===== config.mk =====
export PLATFORM = sky130hd
export DESIGN_NAME = pip_edge_unit
export DESIGN_NICKNAME = d
export VERILOG_FILES = /design/src/rtl/pip_pkg.sv /design/src/rtl/pip_edge_unit.sv
export SDC_FILE = /design/constraint.sdc
export NUM_CORES = 2
export LEC_CHECK = 0
export BUFFER_PORTS_ARGS = -buffer_cell sky130_fd_sc_hd__clkbuf_2
export CELL_PAD_IN_SITES_DETAIL_PLACEMENT = 1
export CELL_PAD_IN_SITES_GLOBAL_PLACEMENT = 1
export CORE_MARGIN = 8
export CORE_UTILIZATION = 52
export CTS_CLUSTER_SIZE = 14
export DETAILED_ROUTE_END_ITERATION = 6
export GPL_ROUTABILITY_DRIVEN = 1
export HOLD_SLACK_MARGIN = 0.1
export PLACE_DENSITY_LB_ADDON = 0.1
export SYNTH_ARGS = -nofsm -noshare
export SYNTH_HDL_FRONTEND = slang
export SYNTH_SLANG_ARGS = --single-unit

===== constraint.sdc =====
create_clock -name clk -period 10.75 [get_ports clk]
set_clock_uncertainty 0.15 [all_clocks]
set_input_delay 1.075 -clock clk [delete_from_list [all_inputs] [get_ports clk]]
set_output_delay 1.075 -clock clk [all_outputs]
set_load 0.02 [all_outputs]

===== src/rtl/pip_pkg.sv =====
// Package for the point-in-polygon tester: sizes, vertex type, control types.
// No dependencies; every other file of the block imports it.
`default_nettype none

package pip_pkg;

  // Polygon storage and coordinate sizes
  localparam int MAX_VERTICES = 64;
  localparam int COORD_WIDTH  = 16;
  localparam int ADDR_W       = $clog2(MAX_VERTICES);
  localparam int VCNT_W       = ADDR_W + 1;

  // Fixed field widths of the request and result channels
  localparam int IDX_W     = 6;
  localparam int FIELD_W   = 16;
  localparam int COUNT_W   = 16;
  localparam int CFG_W     = 7;
  localparam logic [COUNT_W-1:0] COUNT_MAX = '1;
  localparam logic [CFG_W-1:0]   VCOUNT_RESET = CFG_W'(4);

  // Edge arithmetic widths: differences, products, product difference
  localparam int DW = COORD_WIDTH + 1;
  localparam int PW = 2 * DW;
  localparam int SW = PW + 1;

  // Request opcodes
  localparam logic OP_LOAD  = 1'b0;
  localparam logic OP_QUERY = 1'b1;

  typedef struct packed {
    logic [COORD_WIDTH-1:0] x;
    logic [COORD_WIDTH-1:0] y;
  } vertex_t;

  // Tag that travels with each vertex read
  typedef struct packed {
    logic vld;
    logic first;
  } rd_tag_t;

  typedef enum logic [1:0] {
    ST_IDLE,
    ST_WALK,
    ST_DRAIN,
    ST_DONE
  } state_t;

endpackage

`default_nettype wire


===== src/rtl/pip_edge_unit.sv =====
// Edge crossing unit: forms each edge from consecutive vertex reads, tests it
// by cross-multiplication over two stages and keeps the crossing parity.
// Depends on pip_pkg.
`default_nettype none

module pip_edge_unit import pip_pkg::*; (
  input  wire logic                          clk,
  input  wire logic                          rst,
  input  wire logic                          clear,
  input  wire rd_tag_t                       tag,
  input  wire vertex_t                       vtx,
  input  wire logic signed [COORD_WIDTH-1:0] px,
  input  wire logic signed [COORD_WIDTH-1:0] py,
  output logic                               parity,
  output logic                               busy
);

  vertex_t prev;

  logic signed [DW-1:0] xi, yi, xj, yj, pxe, pye;
  logic signed [DW-1:0] dx, dy, ex, ey;
  logic signed [PW-1:0] p1_c, p2_c;
  logic                 straddle_c, dyneg_c;

  logic                 e_vld;
  logic                 e_straddle;
  logic                 e_dyneg;
  logic signed [PW-1:0] e_p1, e_p2;

  logic signed [SW-1:0] s;
  logic                 crosses;

  // Hold the previous vertex of the walk
  always_ff @(posedge clk) begin
    if (tag.vld) begin
      prev <= vtx;
    end
  end

  // Stage one: differences and the two products
  always_comb begin
    xi  = DW'($signed(prev.x));
    yi  = DW'($signed(prev.y));
    xj  = DW'($signed(vtx.x));
    yj  = DW'($signed(vtx.y));
    pxe = DW'(px);
    pye = DW'(py);
    dx  = xj - xi;
    dy  = yj - yi;
    ex  = xi - pxe;
    ey  = yi - pye;
    p1_c = ex * dy;
    p2_c = ey * dx;
    straddle_c = (yi < pye) != (yj < pye);
    dyneg_c    = yj < yi;
  end

  always_ff @(posedge clk) begin
    if (rst) begin
      e_vld <= 1'b0;
    end else begin
      e_vld <= tag.vld && !tag.first;
    end
  end

  always_ff @(posedge clk) begin
    e_p1       <= p1_c;
    e_p2       <= p2_c;
    e_straddle <= straddle_c;
    e_dyneg    <= dyneg_c;
  end

  // Stage two: the sign of the product difference must match the sign of dy
  always_comb begin
    s       = SW'(e_p1) - SW'(e_p2);
    crosses = e_straddle && (s != '0) && (s[SW-1] == e_dyneg);
  end

  // Toggle parity on each counted edge, clear at query start
  always_ff @(posedge clk) begin
    if (rst || clear) begin
      parity <= 1'b0;
    end else if (e_vld && crosses) begin
      parity <= !parity;
    end
  end

  assign busy = e_vld;

endmodule

`default_nettype wire


==> results.yml <==
cts:
  cts_tree: "built"
  ctsRootBufferMaster: "clkbuf_16"
  cts_buffers: 9
  path_clk_slew_ns: 0.08
  clock-sinks: 104
  h-tree-depth: 3
  cts-hold-fix-buffers: 0
  clockBufferDepth: 2
  clk_latency_ns: 0.39
grt:
  grt_pass1_wl_mm: 153.3
  grt_max_degree: 34
  grt_pass1_vias: 26870
  grt_antenna_before_repair: 1
  grtUsageTotal_pct: 31.38
  overflow: 0
setup_path:
  cp.required_ns: 10.85
  endpoint_kind: "flop"
  worst-path-max-fanout: 14
  crit_slowest_cell: "fa_1"
  critPathTopFamily: "adder cells"
  start_kind: "primary input"
  critPathArrivalTime_ns: 10.35
  criticalPathCategory: "in -> reg"
  path_buf_inv: 5
  cpMostUsedCell: "fa_1"
  cpPeakStageDelay_ns: 0.55
floorplan:
  fp.dieW_um: 253.4
  start_util_pct: 52.26
  dieHeight_um: 253.4
  io_pins: 71
  rows: 87
  core_mm2: 0.05606
  die-area_mm2: 0.06419
synth:
  synth.area.top_cells: "fa_1 (41%), ha_1 (12%), inv_1 (9.6%)"
  ys_seq_elements: 104
  synth_top_area_share_pct: 40.73
  synth-edff-count: 32
  ys_types: 80
  syn_inst: 3311
  synth_nets: 4260
  ys_seq_area_share_pct: 8.200
  syn_area_mm2: 0.02930
  yosysWarnings: 0
  syn_area_per_cell_um2: 8.848
  ys.flop_type: "dfxtp_1"
  synth.largest_area_cell: "fa_1"
  synthArstFlopShare_pct: 0
final_layout:
  multi_input_area_mm2: 0.02380
  fillers: 6686
  area_delta_synth_final_pct: 6.795
  seqCellArea_mm2: 0.002402
  drive_above_1_share_pct: 6.428
  final_nets: 4351
  fin_cells: 4164
place:
  port_buffers: 70
  hpwl_mm: 84.22
  placed_cells: 4146
  gp_congestion: 0.9306
sta:
  maxSlewViolCount: 0
  worstMarginPinSlew_ns: 1.394
  relSlewSlack_pct: 6.405
  timing.final.hold_violations: 0
  finalCritPeriodShare_pct: 95.32
  fmax_ghz: 0.09759
  fin_crit_ns: 10.25
  setup_viol: 0
  rsz0062_at_grt: "no"
hold_path:
  hold_path.class: "reg -> reg"
detailed_routing:
  routed_via_density: 5.646
  wirelength_mm: 97.36
  drcViolationCount: 0
  num_vias: 23510
  drt_iter0_drc: 1462
  ant_nets: 0
  firstDrtPassIters: 7
  wl_per_cell_um: 23.38
run:
  cap_viol_max_count: 0
run_status:
  run_status: "finished, final reports clean"
cell families (layout without fill, tap and decap cells):
| logic type | after synthesis | count (layout) | synth area share (%) |
|---|---|---|---|
| flip-flops | 104 | 104 | 8.200 |
| adder cells (fa/ha/maj) | 880 | 880 | 52.86 |
| other | 0 | 1 | 0 |
| AO/OA/AOI/OAI | 364 | 364 | 8.473 |
| buffers and inverters | 832 | 928 | 10.75 |
| XOR/XNOR | 150 | 150 | 4.484 |
| multiplexers | 11 | 11 | 0.3844 |
| AND/OR/NAND/NOR | 970 | 970 | 14.85 |
worst paths after layout:
check,start,end,slack (ns),depth (start not counted)
max,px[0],e_p1[30]$_DFF_P_,0.50,35
min,parity$_SDFFE_PP0P_,parity$_SDFFE_PP0P_,0.34,2
max reg2reg,prev[16]$_DFFE_PP_,e_p1[30]$_DFF_P_,0.86,35
min reg2reg,parity$_SDFFE_PP0P_,parity$_SDFFE_PP0P_,0.34,2
layer usage:
layer / up-vias / track usage (%) / part of all wire [%]
met5: - / 0 / 0.013
met4: 2 / 10.14 / 3.6
met3: 194 / 5.336 / 5.9
met2: 715 / 53.63 / 49
met1: 12250 / 40.32 / 42
li1: 10350 / - / -
cell usage after synthesis (all sizes together), types with 16 or more instances:
cell and n:
o21ai 61, dfxtp 72, inv 754, nand2b 36, clkbuf 70, a31oi 16, xnor2 107, fa 596
a21o 43, nor2b 57, and2 44, a211oi 19, nor2 308, a21oi 89, ha 284, edfxtp 32
or2 20, xor2 43, nand3 43, nor3 36, nand4 16, o21a 22, a21boi 16, nand2 359
state kept, by name (all words and copies together), names as in the netlist:
signal and count:
e_p2 34, parity 1, busy 1, e_p1 34, e_straddle 1, prev 32
e_dyneg 1
through the flow:
stage	setup TNS (ns)	hold WS [ns]	setup slack [ns]	area (um^2)	util, %
2_1_floorplan	0	0.3750	1.334	29300	-
3_3_place_gp	-0.8868	0.3164	-0.3004	30940	55.20
3_5_place_dp	-2.016	0.3232	-0.5192	30940	55.20
4_1_cts	0	0.3432	0.004404	31250	55.74
5_1_grt	0	0.3922	0.02378	31290	55.81
6_report	0	0.3373	0.5026	31290	55.81
cell usage in the layout, fill, tap and decap left out, types with 6 or more instances in the layout:
master and n:
a21oi_1 88, a21o_1 43, nor2_1 308, a211oi_1 19, dfxtp_1 72, buf_4 88
edfxtp_1 32, a211o_1 9, o21ai_0 56, o21bai_1 14, nor4_1 6, or2_2 20
o21a_1 22, fa_1 596, xnor2_1 104, a31oi_1 14, nand2b_1 36, nand4_1 16
xor2_1 43, mux2i_1 9, nor3_1 36, nand2_1 359, o211ai_1 11, nor2b_1 57
and3_1 13, or3_1 7, clkbuf_2 70, ha_1 284, inv_1 753, nand3_1 43
a21boi_0 9, o2111ai_1 12, clkbuf_16 9, and2_1 44
tightest hold or removal path: stages, from the launching register on:
cell	delay, ns
dfxtp_1	0.33
nand2_1	0.06
mux2i_1	0.05
repair_timing:
item | CTS | global route
cloned | 0 | 0
pin swaps | 0 | 1
endpoints found under the hold margin | 0 | 0
setup endpoints to repair | 3 | 10
gates resized for setup | 1 | 5
setup buffers | 0 | 1
area by class of cell:
| class | instances | area share [%] |
|---|---|---|
| diodes | 1 | 0.007998 |
| clock buffers | 10 | 0.7318 |
| clock inverters | 6 | 0.2119 |
| inverters | 754 | 9.046 |
| multi-input cells | 2375 | 76.07 |
| flip-flops and latches | 104 | 7.678 |
| well taps | 756 | 3.023 |
| repair buffers | 158 | 3.231 |
Power is not shown: default switching activity piles up to over one toggle a cycle in this logic, so the estimate is an artifact.
